--- src/rtl/core/mccc_pkg.sv ---
package mccc_pkg;

    localparam int BASE_YEAR        = 2000;
    localparam int TICKS_PER_SECOND = 1000;

    localparam int OP_W     = 2;
    localparam int YEAR_W   = 8;
    localparam int MONTH_W  = 4;
    localparam int DAY_W    = 5;
    localparam int HOUR_W   = 5;
    localparam int MINUTE_W = 6;
    localparam int SECOND_W = 6;
    localparam int MILLIS_W = 10;
    localparam int YEARS    = 1 << YEAR_W;

    localparam logic [OP_W-1:0] OP_TICK = 2'd0;
    localparam logic [OP_W-1:0] OP_SET  = 2'd1;
    localparam logic [OP_W-1:0] OP_READ = 2'd2;

    localparam logic [SECOND_W-1:0] SECONDS_PER_MINUTE = SECOND_W'(60);
    localparam logic [MINUTE_W-1:0] MINUTES_PER_HOUR   = MINUTE_W'(60);
    localparam logic [HOUR_W-1:0]   HOURS_PER_DAY      = HOUR_W'(24);
    localparam logic [MONTH_W-1:0]  MONTHS_PER_YEAR    = MONTH_W'(12);
    localparam logic [MILLIS_W:0]   TICKS_WRAP         = (MILLIS_W + 1)'(TICKS_PER_SECOND);

    typedef struct packed {
        logic [YEAR_W-1:0]   year;
        logic [MONTH_W-1:0]  month;
        logic [DAY_W-1:0]    day;
        logic [HOUR_W-1:0]   hour;
        logic [MINUTE_W-1:0] minute;
        logic [SECOND_W-1:0] second;
        logic [MILLIS_W-1:0] millis;
    } cal_time_t;

    typedef struct packed {
        logic [OP_W-1:0] op;
        cal_time_t       value;
    } cal_item_t;

    function automatic logic [YEARS-1:0] build_leap_mask();
        logic [YEARS-1:0] mask;
        int               y;
        mask = '0;
        for (int i = 0; i < YEARS; i++)
        begin
            y       = BASE_YEAR + i;
            mask[i] = ((y % 4) == 0) && (((y % 100) != 0) || ((y % 400) == 0));
        end
        return mask;
    endfunction

    localparam logic [YEARS-1:0] LEAP_MASK = build_leap_mask();

    function automatic logic [DAY_W-1:0] month_days(logic [MONTH_W-1:0] m, logic leap);
        logic [DAY_W-1:0] d;
        unique case (m)
            4'd2:                   d = leap ? DAY_W'(29) : DAY_W'(28);
            4'd4, 4'd6, 4'd9, 4'd11: d = DAY_W'(30);
            default:                d = DAY_W'(31);
        endcase
        return d;
    endfunction

endpackage

--- src/rtl/core/mccc_req_if.sv ---
interface mccc_req_if;
    import mccc_pkg::*;

    logic                valid;
    logic                ready;
    logic [OP_W-1:0]     op;
    logic [YEAR_W-1:0]   new_year;
    logic [MONTH_W-1:0]  new_month;
    logic [DAY_W-1:0]    new_day;
    logic [HOUR_W-1:0]   new_hour;
    logic [MINUTE_W-1:0] new_minute;
    logic [SECOND_W-1:0] new_second;
    logic [MILLIS_W-1:0] new_millis;

    modport source (
        output valid, op, new_year, new_month, new_day, new_hour, new_minute, new_second,
               new_millis,
        input  ready
    );

    modport sink (
        input  valid, op, new_year, new_month, new_day, new_hour, new_minute, new_second,
               new_millis,
        output ready
    );
endinterface

--- src/rtl/core/mccc_rsp_if.sv ---
interface mccc_rsp_if;
    import mccc_pkg::*;

    logic                valid;
    logic                ready;
    logic [YEAR_W-1:0]   year_out;
    logic [MONTH_W-1:0]  month_out;
    logic [DAY_W-1:0]    day_out;
    logic [HOUR_W-1:0]   hour_out;
    logic [MINUTE_W-1:0] minute_out;
    logic [SECOND_W-1:0] second_out;
    logic [MILLIS_W-1:0] millis_out;

    modport source (
        output valid, year_out, month_out, day_out, hour_out, minute_out, second_out,
               millis_out,
        input  ready
    );

    modport sink (
        input  valid, year_out, month_out, day_out, hour_out, minute_out, second_out,
               millis_out,
        output ready
    );
endinterface

--- src/rtl/core/mccc_in_stage.sv ---
module mccc_in_stage (
    input  logic                clk,
    input  logic                rst_n,
    mccc_req_if.sink            req,
    input  logic                advance,
    output logic                valid,
    output mccc_pkg::cal_item_t item
);
    import mccc_pkg::*;

    logic      valid_reg;
    logic      valid_next;
    cal_item_t item_reg;
    logic      take;

    assign req.ready  = !valid_reg || advance;
    assign take       = req.valid && req.ready;
    assign valid_next = take || (valid_reg && !advance);

    always_ff @(posedge clk or negedge rst_n)
    begin
        if (!rst_n)
        begin
            valid_reg <= 1'b0;
        end
        else
        begin
            valid_reg <= valid_next;
        end
    end

    always_ff @(posedge clk)
    begin
        if (take)
        begin
            item_reg.op           <= req.op;
            item_reg.value.year   <= req.new_year;
            item_reg.value.month  <= req.new_month;
            item_reg.value.day    <= req.new_day;
            item_reg.value.hour   <= req.new_hour;
            item_reg.value.minute <= req.new_minute;
            item_reg.value.second <= req.new_second;
            item_reg.value.millis <= req.new_millis;
        end
    end

    assign valid = valid_reg;
    assign item  = item_reg;
endmodule

--- src/rtl/core/mccc_calc.sv ---
module mccc_calc (
    input  logic                clk,
    input  logic                rst_n,
    input  logic                advance,
    input  mccc_pkg::cal_item_t item,
    output mccc_pkg::cal_time_t now
);
    import mccc_pkg::*;

    cal_time_t          time_reg;
    cal_time_t          time_next;
    cal_time_t          carried;
    logic [MILLIS_W:0]  ms_inc;
    logic               sec_carry;
    logic [DAY_W-1:0]   dim;

    assign ms_inc    = {1'b0, time_reg.millis} + (MILLIS_W + 1)'(1);
    assign sec_carry = (ms_inc >= TICKS_WRAP);
    assign dim       = month_days(time_reg.month, LEAP_MASK[time_reg.year]);

    // second carry: each fold checked in turn
    always_comb
    begin
        carried        = time_reg;
        carried.second = time_reg.second + SECOND_W'(1);
        if (carried.second >= SECONDS_PER_MINUTE)
        begin
            carried.second = '0;
            carried.minute = carried.minute + MINUTE_W'(1);
        end
        if (carried.minute >= MINUTES_PER_HOUR)
        begin
            carried.minute = '0;
            carried.hour   = carried.hour + HOUR_W'(1);
        end
        if (carried.hour >= HOURS_PER_DAY)
        begin
            carried.hour = '0;
            carried.day  = carried.day + DAY_W'(1);
        end
        if (carried.day > dim)
        begin
            carried.day   = DAY_W'(1);
            carried.month = carried.month + MONTH_W'(1);
        end
        if (carried.month > MONTHS_PER_YEAR)
        begin
            carried.month = MONTH_W'(1);
            carried.year  = carried.year + YEAR_W'(1);
        end
    end

    always_comb
    begin
        time_next = time_reg;
        priority if (item.op == OP_TICK)
        begin
            if (sec_carry)
            begin
                time_next        = carried;
                time_next.millis = MILLIS_W'(ms_inc - TICKS_WRAP);
            end
            else
            begin
                time_next.millis = ms_inc[MILLIS_W-1:0];
            end
        end
        else if (item.op == OP_SET)
        begin
            time_next = item.value;
        end
        else
        begin
            time_next = time_reg;
        end
    end

    always_ff @(posedge clk or negedge rst_n)
    begin
        if (!rst_n)
        begin
            time_reg.year   <= '0;
            time_reg.month  <= MONTH_W'(1);
            time_reg.day    <= DAY_W'(1);
            time_reg.hour   <= '0;
            time_reg.minute <= '0;
            time_reg.second <= '0;
            time_reg.millis <= '0;
        end
        else if (advance)
        begin
            time_reg <= time_next;
        end
    end

    assign now = time_next;
endmodule

--- src/rtl/core/mccc_out_stage.sv ---
module mccc_out_stage (
    input  logic                clk,
    input  logic                rst_n,
    input  logic                load,
    input  mccc_pkg::cal_time_t value,
    output logic                free,
    mccc_rsp_if.source          rsp
);
    import mccc_pkg::*;

    logic      valid_reg;
    logic      valid_next;
    cal_time_t value_reg;

    assign free       = !valid_reg || rsp.ready;
    assign valid_next = load || (valid_reg && !rsp.ready);

    always_ff @(posedge clk or negedge rst_n)
    begin
        if (!rst_n)
        begin
            valid_reg <= 1'b0;
        end
        else
        begin
            valid_reg <= valid_next;
        end
    end

    always_ff @(posedge clk)
    begin
        if (load)
        begin
            value_reg <= value;
        end
    end

    assign rsp.valid      = valid_reg;
    assign rsp.year_out   = value_reg.year;
    assign rsp.month_out  = value_reg.month;
    assign rsp.day_out    = value_reg.day;
    assign rsp.hour_out   = value_reg.hour;
    assign rsp.minute_out = value_reg.minute;
    assign rsp.second_out = value_reg.second;
    assign rsp.millis_out = value_reg.millis;
endmodule

--- src/rtl/core/millisecond_calendar_clock_top.sv ---
// Channel | Dir | Word
// req     | in  | op, new_year, new_month, new_day, new_hour, new_minute, new_second, new_millis
// rsp     | out | year_out, month_out, day_out, hour_out, minute_out, second_out, millis_out
//
// One word per cycle in each direction while rsp is not stalled.
// A taken word waits in the input register; the result register takes its carried result.
// Reset (rst_n low) sets 1 January of the base year, 00:00:00.000 and empties both registers.
// A stalled rsp holds its word; req keeps being taken while the input register can move on.
module millisecond_calendar_clock_top (
    input  logic       clk,
    input  logic       rst_n,
    mccc_req_if.sink   req,
    mccc_rsp_if.source rsp
);
    import mccc_pkg::*;

    logic      s1_valid;
    cal_item_t s1_item;
    cal_time_t now;
    logic      out_free;
    logic      advance;

    assign advance = s1_valid && out_free;

    mccc_in_stage u_in (
        .clk     (clk),
        .rst_n   (rst_n),
        .req     (req),
        .advance (advance),
        .valid   (s1_valid),
        .item    (s1_item)
    );

    mccc_calc u_calc (
        .clk     (clk),
        .rst_n   (rst_n),
        .advance (advance),
        .item    (s1_item),
        .now     (now)
    );

    mccc_out_stage u_out (
        .clk   (clk),
        .rst_n (rst_n),
        .load  (advance),
        .value (now),
        .free  (out_free),
        .rsp   (rsp)
    );

    a_no_take_when_full: assert property (@(posedge clk) disable iff (!rst_n)
        (s1_valid && rsp.valid && !rsp.ready) |-> !req.ready)
        else $error("input taken while both registers are full and stalled");

    a_result_from_stage: assert property (@(posedge clk) disable iff (!rst_n)
        $rose(rsp.valid) |-> $past(s1_valid))
        else $error("result appeared without a word in the input register");

    a_state_hold: assert property (@(posedge clk) disable iff (!rst_n)
        !advance |=> $stable(u_calc.time_reg))
        else $error("calendar state changed without an item");
endmodule

--- src/flat_wrapper.sv ---
// flat-port wrapper written by rule: the top's interface ports become plain ports
module millisecond_calendar_clock_top_flat import mccc_pkg::*;
  (clk, rst_n, req_valid, req_op, req_new_year, req_new_month, req_new_day, req_new_hour, req_new_minute, req_new_second, req_new_millis, req_ready, rsp_valid, rsp_year_out, rsp_month_out, rsp_day_out, rsp_hour_out, rsp_minute_out, rsp_second_out, rsp_millis_out, rsp_ready);
  mccc_req_if req_i ();
  mccc_rsp_if rsp_i ();
  input  logic clk;
  input  logic rst_n;
  input wire logic [$bits(req_i.valid)-1:0] req_valid;
  input wire logic [$bits(req_i.op)-1:0] req_op;
  input wire logic [$bits(req_i.new_year)-1:0] req_new_year;
  input wire logic [$bits(req_i.new_month)-1:0] req_new_month;
  input wire logic [$bits(req_i.new_day)-1:0] req_new_day;
  input wire logic [$bits(req_i.new_hour)-1:0] req_new_hour;
  input wire logic [$bits(req_i.new_minute)-1:0] req_new_minute;
  input wire logic [$bits(req_i.new_second)-1:0] req_new_second;
  input wire logic [$bits(req_i.new_millis)-1:0] req_new_millis;
  output wire logic [$bits(req_i.ready)-1:0] req_ready;
  output wire logic [$bits(rsp_i.valid)-1:0] rsp_valid;
  output wire logic [$bits(rsp_i.year_out)-1:0] rsp_year_out;
  output wire logic [$bits(rsp_i.month_out)-1:0] rsp_month_out;
  output wire logic [$bits(rsp_i.day_out)-1:0] rsp_day_out;
  output wire logic [$bits(rsp_i.hour_out)-1:0] rsp_hour_out;
  output wire logic [$bits(rsp_i.minute_out)-1:0] rsp_minute_out;
  output wire logic [$bits(rsp_i.second_out)-1:0] rsp_second_out;
  output wire logic [$bits(rsp_i.millis_out)-1:0] rsp_millis_out;
  input wire logic [$bits(rsp_i.ready)-1:0] rsp_ready;
  assign req_i.valid = req_valid;
  assign req_i.op = req_op;
  assign req_i.new_year = req_new_year;
  assign req_i.new_month = req_new_month;
  assign req_i.new_day = req_new_day;
  assign req_i.new_hour = req_new_hour;
  assign req_i.new_minute = req_new_minute;
  assign req_i.new_second = req_new_second;
  assign req_i.new_millis = req_new_millis;
  assign req_ready = req_i.ready;
  assign rsp_valid = rsp_i.valid;
  assign rsp_year_out = rsp_i.year_out;
  assign rsp_month_out = rsp_i.month_out;
  assign rsp_day_out = rsp_i.day_out;
  assign rsp_hour_out = rsp_i.hour_out;
  assign rsp_minute_out = rsp_i.minute_out;
  assign rsp_second_out = rsp_i.second_out;
  assign rsp_millis_out = rsp_i.millis_out;
  assign rsp_i.ready = rsp_ready;
  millisecond_calendar_clock_top u_core (.clk(clk), .rst_n(rst_n), .req(req_i), .rsp(rsp_i));
endmodule
--- config.mk ---
export PLATFORM = sky130hd
export DESIGN_NAME = millisecond_calendar_clock_top_flat
export DESIGN_NICKNAME = d
export VERILOG_FILES = /design/src/rtl/core/mccc_pkg.sv /design/src/rtl/core/mccc_req_if.sv /design/src/rtl/core/mccc_rsp_if.sv /design/src/rtl/core/mccc_in_stage.sv /design/src/rtl/core/mccc_calc.sv /design/src/rtl/core/mccc_out_stage.sv /design/src/rtl/core/millisecond_calendar_clock_top.sv /design/src/flat_wrapper.sv
export SDC_FILE = /design/constraint.sdc
export NUM_CORES = 1
export LEC_CHECK = 0
export BUFFER_PORTS_ARGS = -buffer_cell sky130_fd_sc_hd__buf_2
export CAP_MARGIN = 20
export CELL_PAD_IN_SITES_DETAIL_PLACEMENT = 0
export CELL_PAD_IN_SITES_GLOBAL_PLACEMENT = 1
export CORE_MARGIN = 3
export CORE_UTILIZATION = 25
export CTS_CLUSTER_DIAMETER = 40
export DETAILED_ROUTE_END_ITERATION = 10
export PLACE_DENSITY_LB_ADDON = 0.1
export SYNTH_ARGS = -nofsm -noshare
export SYNTH_HDL_FRONTEND = slang
export SYNTH_SLANG_ARGS = --single-unit
--- constraint.sdc ---
create_clock -name clk -period 5 [get_ports clk]
set_clock_uncertainty 0.15 [all_clocks]
set_input_delay 1 -clock clk [delete_from_list [all_inputs] [get_ports clk]]
set_output_delay 1 -clock clk [all_outputs]
set_load 0.01 [all_outputs]
==> impl_metrics.env <==
export IMPL_status="finished clean"
export IMPL_critPathBufInv=0
export IMPL_antenna_cells=0
export IMPL_total_power_w=0.00364
export IMPL_drt_total_wl_um=22000
export IMPL_cp_top_family="compound AO/OA/AOI/OAI gates"
export IMPL_die_x_um=174
export IMPL_switching_share_pct=31.3
export IMPL_drive_above_1_share_pct=21.7
export IMPL_grt_max_degree=64
export IMPL_overflow=0
export IMPL_start_util_pct=25.8
export IMPL_synthArstFlopShare_pct=33.8
export IMPL_cts_made_buffers=17
export IMPL_internal_power_w=0.00250
export IMPL_slowest_delay_ns=0.47
export IMPL_finalHoldViolations=0
export IMPL_fmax_mhz=208
export IMPL_p_sw_w=0.00114
export IMPL_synth_edf_count=90
export IMPL_synthFlopType="edfxtp_1"
export IMPL_grt_pass1_vias=5920
export IMPL_yosys_warnings=0
export IMPL_die_area_sq_mm=0.0304
export IMPL_pwr_density_cell_mw_per_mm2=420
export IMPL_worstSetupStartpointType="register"
export IMPL_crit_path_top_delay_cell="o41a_1"
export IMPL_portBuffers=95
export IMPL_vias=5803
export IMPL_grt_antenna_before_repair=0
export IMPL_hold_start="u_core.u_in.valid"
export IMPL_p_leak_nw=3.26
export IMPL_p_clk_share_pct=35.6
export IMPL_required_ns=5.09
export IMPL_seq_area_frac_synth_pct=54.5
export IMPL_drc=0
export IMPL_synth_fp_nets=763
export IMPL_cts_hold_fix_buffers=0
export IMPL_hold_depth=1
export IMPL_rsz0062_at_grt="no"
export IMPL_cts_tree="built"
export IMPL_clk_pin_slew_worst_paths_ns=0.06
export IMPL_dr_first_iter_drc_count=416
export IMPL_finalCritPeriodShare_pct=96.1
export IMPL_path_cells="ha_1 > and4bb_1 > nand2_1 > o21ai_1 > mux2_4 > or4_4 > o22a_4 > mux2_2 > ha_1 > nor2b_1 > o211ai_1 > nor2_1 > mux2_4 > o211ai_4 > o21ai_2 > o41a_1 > a211oi_1"
export IMPL_clock_sinks=136
export IMPL_largest_reg_flops=46
export IMPL_crit_reg2reg_launch="u_core.u_calc.time_reg[10]"
export IMPL_worstHoldPathType="register to register"
export IMPL_crit_type="register to register"
export IMPL_vias_per_cell=4.93
export IMPL_gp_congestion=0.810
export IMPL_hpwl_um=14700
export IMPL_netlist_instances=698
export IMPL_final_cells=1178
export IMPL_seqPwrFrac_pct=43.7
export IMPL_setup_violations_final=0
export IMPL_avgSynthCellArea_sq_um=10.1
export IMPL_grt_pass1_wl_um=34800
export IMPL_wl_per_cell_um=18.7
export IMPL_cap_violations=0
export IMPL_arrival_ns=4.90
export IMPL_crit_fanout=7
export IMPL_setup_worst_path_end_class="register"
export IMPL_grt_usage_pct=14.7
export IMPL_htreeDepth=4
export IMPL_clock_latency_ns=0.41
export IMPL_dp_cells=1146
export IMPL_relSlewSlack_pct=39.1
export IMPL_synth_cell_types=70
export IMPL_worst_ir_drop_vdd_v=0.000163
export IMPL_power_frac_comb_pct=20.7
export IMPL_layout_min_cycle_time_ns=4.81
export IMPL_reg2reg_slack_ns=0.19
export IMPL_cts_root_buf="clkbuf_16"
export IMPL_synth_seq_cells=136
export IMPL_netlist_area_sq_mm=0.00708
export IMPL_antenna_left=0
export IMPL_die_height_um=174
export IMPL_io_pins=96
export IMPL_core_area_sq_mm=0.0274
export IMPL_worst_pin_slew_ns=0.913
export IMPL_row_count=60
export IMPL_tns_ns=0
export IMPL_holdPathEnd="u_core.u_out.rsp.valid"
export IMPL_r2r_cells=17
export IMPL_r2r_end="u_core.u_out.rsp.year_out[5]"
export IMPL_fin_nets=858
export IMPL_area_growth_pct=22.2
export IMPL_drt_first_pass_iters=5
export IMPL_slew_viol_final=0
export IMPL_cts_buffer_depth=2
Yosys cell counts, types with 6 or more instances:
library cell | number | area, sq um
nand4_1 | 6 | 37.5
or3_1 | 11 | 68.8
inv_1 | 20 | 75.1
nor2_1 | 51 | 191
dfrtp_1 | 44 | 1100
a31oi_1 | 8 | 50.1
and3_1 | 9 | 56.3
nor4_1 | 6 | 37.5
o21ai_0 | 80 | 400
clkbuf_1 | 35 | 131
ha_1 | 15 | 188
nand3_1 | 24 | 120
a22oi_1 | 10 | 75.1
o211ai_1 | 6 | 45.0
nor2b_1 | 7 | 43.8
nand2_1 | 88 | 330
nor3_1 | 19 | 95.1
a21oi_1 | 41 | 205
nand2b_1 | 10 | 62.6
edfxtp_1 | 90 | 2700
o22ai_1 | 12 | 75.1
worst max path at each step:
stage | depth (start not counted) | start | endpoint
floorplan | 18 | u_core.u_calc.time_reg[10] | u_core.u_out.rsp.year_out[4]
global placement | 17 | u_core.u_calc.time_reg[10] | u_core.u_out.rsp.year_out[4]
detailed placement | 17 | u_core.u_calc.time_reg[10] | u_core.u_out.rsp.year_out[4]
CTS | 17 | u_core.u_calc.time_reg[10] | u_core.u_out.rsp.year_out[4]
global route | 17 | u_core.u_calc.time_reg[10] | u_core.u_out.rsp.year_out[5]
finish | 17 | u_core.u_calc.time_reg[10] | u_core.u_out.rsp.year_out[5]
metal layers:
metal	GRT usage, %	wire (um)	vias up
met1	20.6	10900	2839
met2	23.5	10100	147
li1	-	-	2798
met4	3.72	276	0
met5	0	0	-
met3	2.62	810	19
worst register-to-register path, delay by kind of cell, from the launching register on:
family / cells / cell delay (ns)
flops: 1 / 0.39
mux: 3 / 0.94
compound gates: 7 / 1.57
simple gates: 5 / 1.01
fa+ha+maj: 2 / 0.58
power groups by stage:
stage,Sequential [W],Combinational (W),Clock [W]
floorplan,0.00156,0.000511,0
global placement,0.00160,0.000743,0
detailed placement,0.00161,0.000747,0
CTS,0.00159,0.000754,0.00134
global route,0.00162,0.000861,0.00139
finish,0.00159,0.000753,0.00130
cell usage in the layout (no fill, tap or decap), types with 5 or more instances in the layout:
cell       instances
buf_2             95
edfxtp_1          90
nand2_1           88
o21ai_0           80
nor2_1            51
dfrtp_1           44
a21oi_1           41
nand3_1           24
buf_4             20
inv_1             19
nor3_1            19
clkbuf_16         17
ha_1              15
o22ai_1           12
or3_1             11
nand2b_1          10
a22oi_1           10
and3_1             9
a31oi_1            8
nor2b_1            7
o211ai_1           6
nand4_1            6
nor4_1             6
xor2_1             5
a211oi_1           5
o21a_1             5
o22a_1             5
per-stage QoR:
step / area [sq um] / worst slack (ns) / utilization (%) / hold WS (ns)
after floorplan: 7080 / 0.303 / - / 0.307
after global placement: 8020 / 0.120 / 29.3 / 0.328
after detailed placement: 8020 / 0.131 / 29.3 / 0.351
after CTS: 8620 / 0.0933 / 31.4 / 0.360
after global routing: 8650 / 0.00629 / 31.6 / 0.392
final: 8650 / 0.193 / 31.6 / 0.354
layout make-up:
| type | count | area (sq um) |
|---|---|---|
| multi-input cells | 501 | 3020 |
| clock inverters | 13 | 154 |
| clock buffers | 19 | 443 |
| flip-flops and latches | 136 | 3860 |
| fillers | 2855 | 18800 |
| well taps | 372 | 465 |
| inverters | 22 | 82.6 |
| repair buffers | 115 | 626 |
timing repair:
action | in CTS | in global routing
buffers inserted | 0 | 0
endpoints found under the hold margin | 0 | 0
endpoints found under the setup margin | 0 | 13
resized for setup | 0 | 5
logic make-up after synthesis:
logic type / synth area share (%)
mux: 1.57
xor+xnor: 1.11
flops: 54.5
buf+inv: 3.29
compound gates: 19.7
simple gates: 17.2
fa+ha+maj: 2.65
Power figures use the tool's default switching activity.
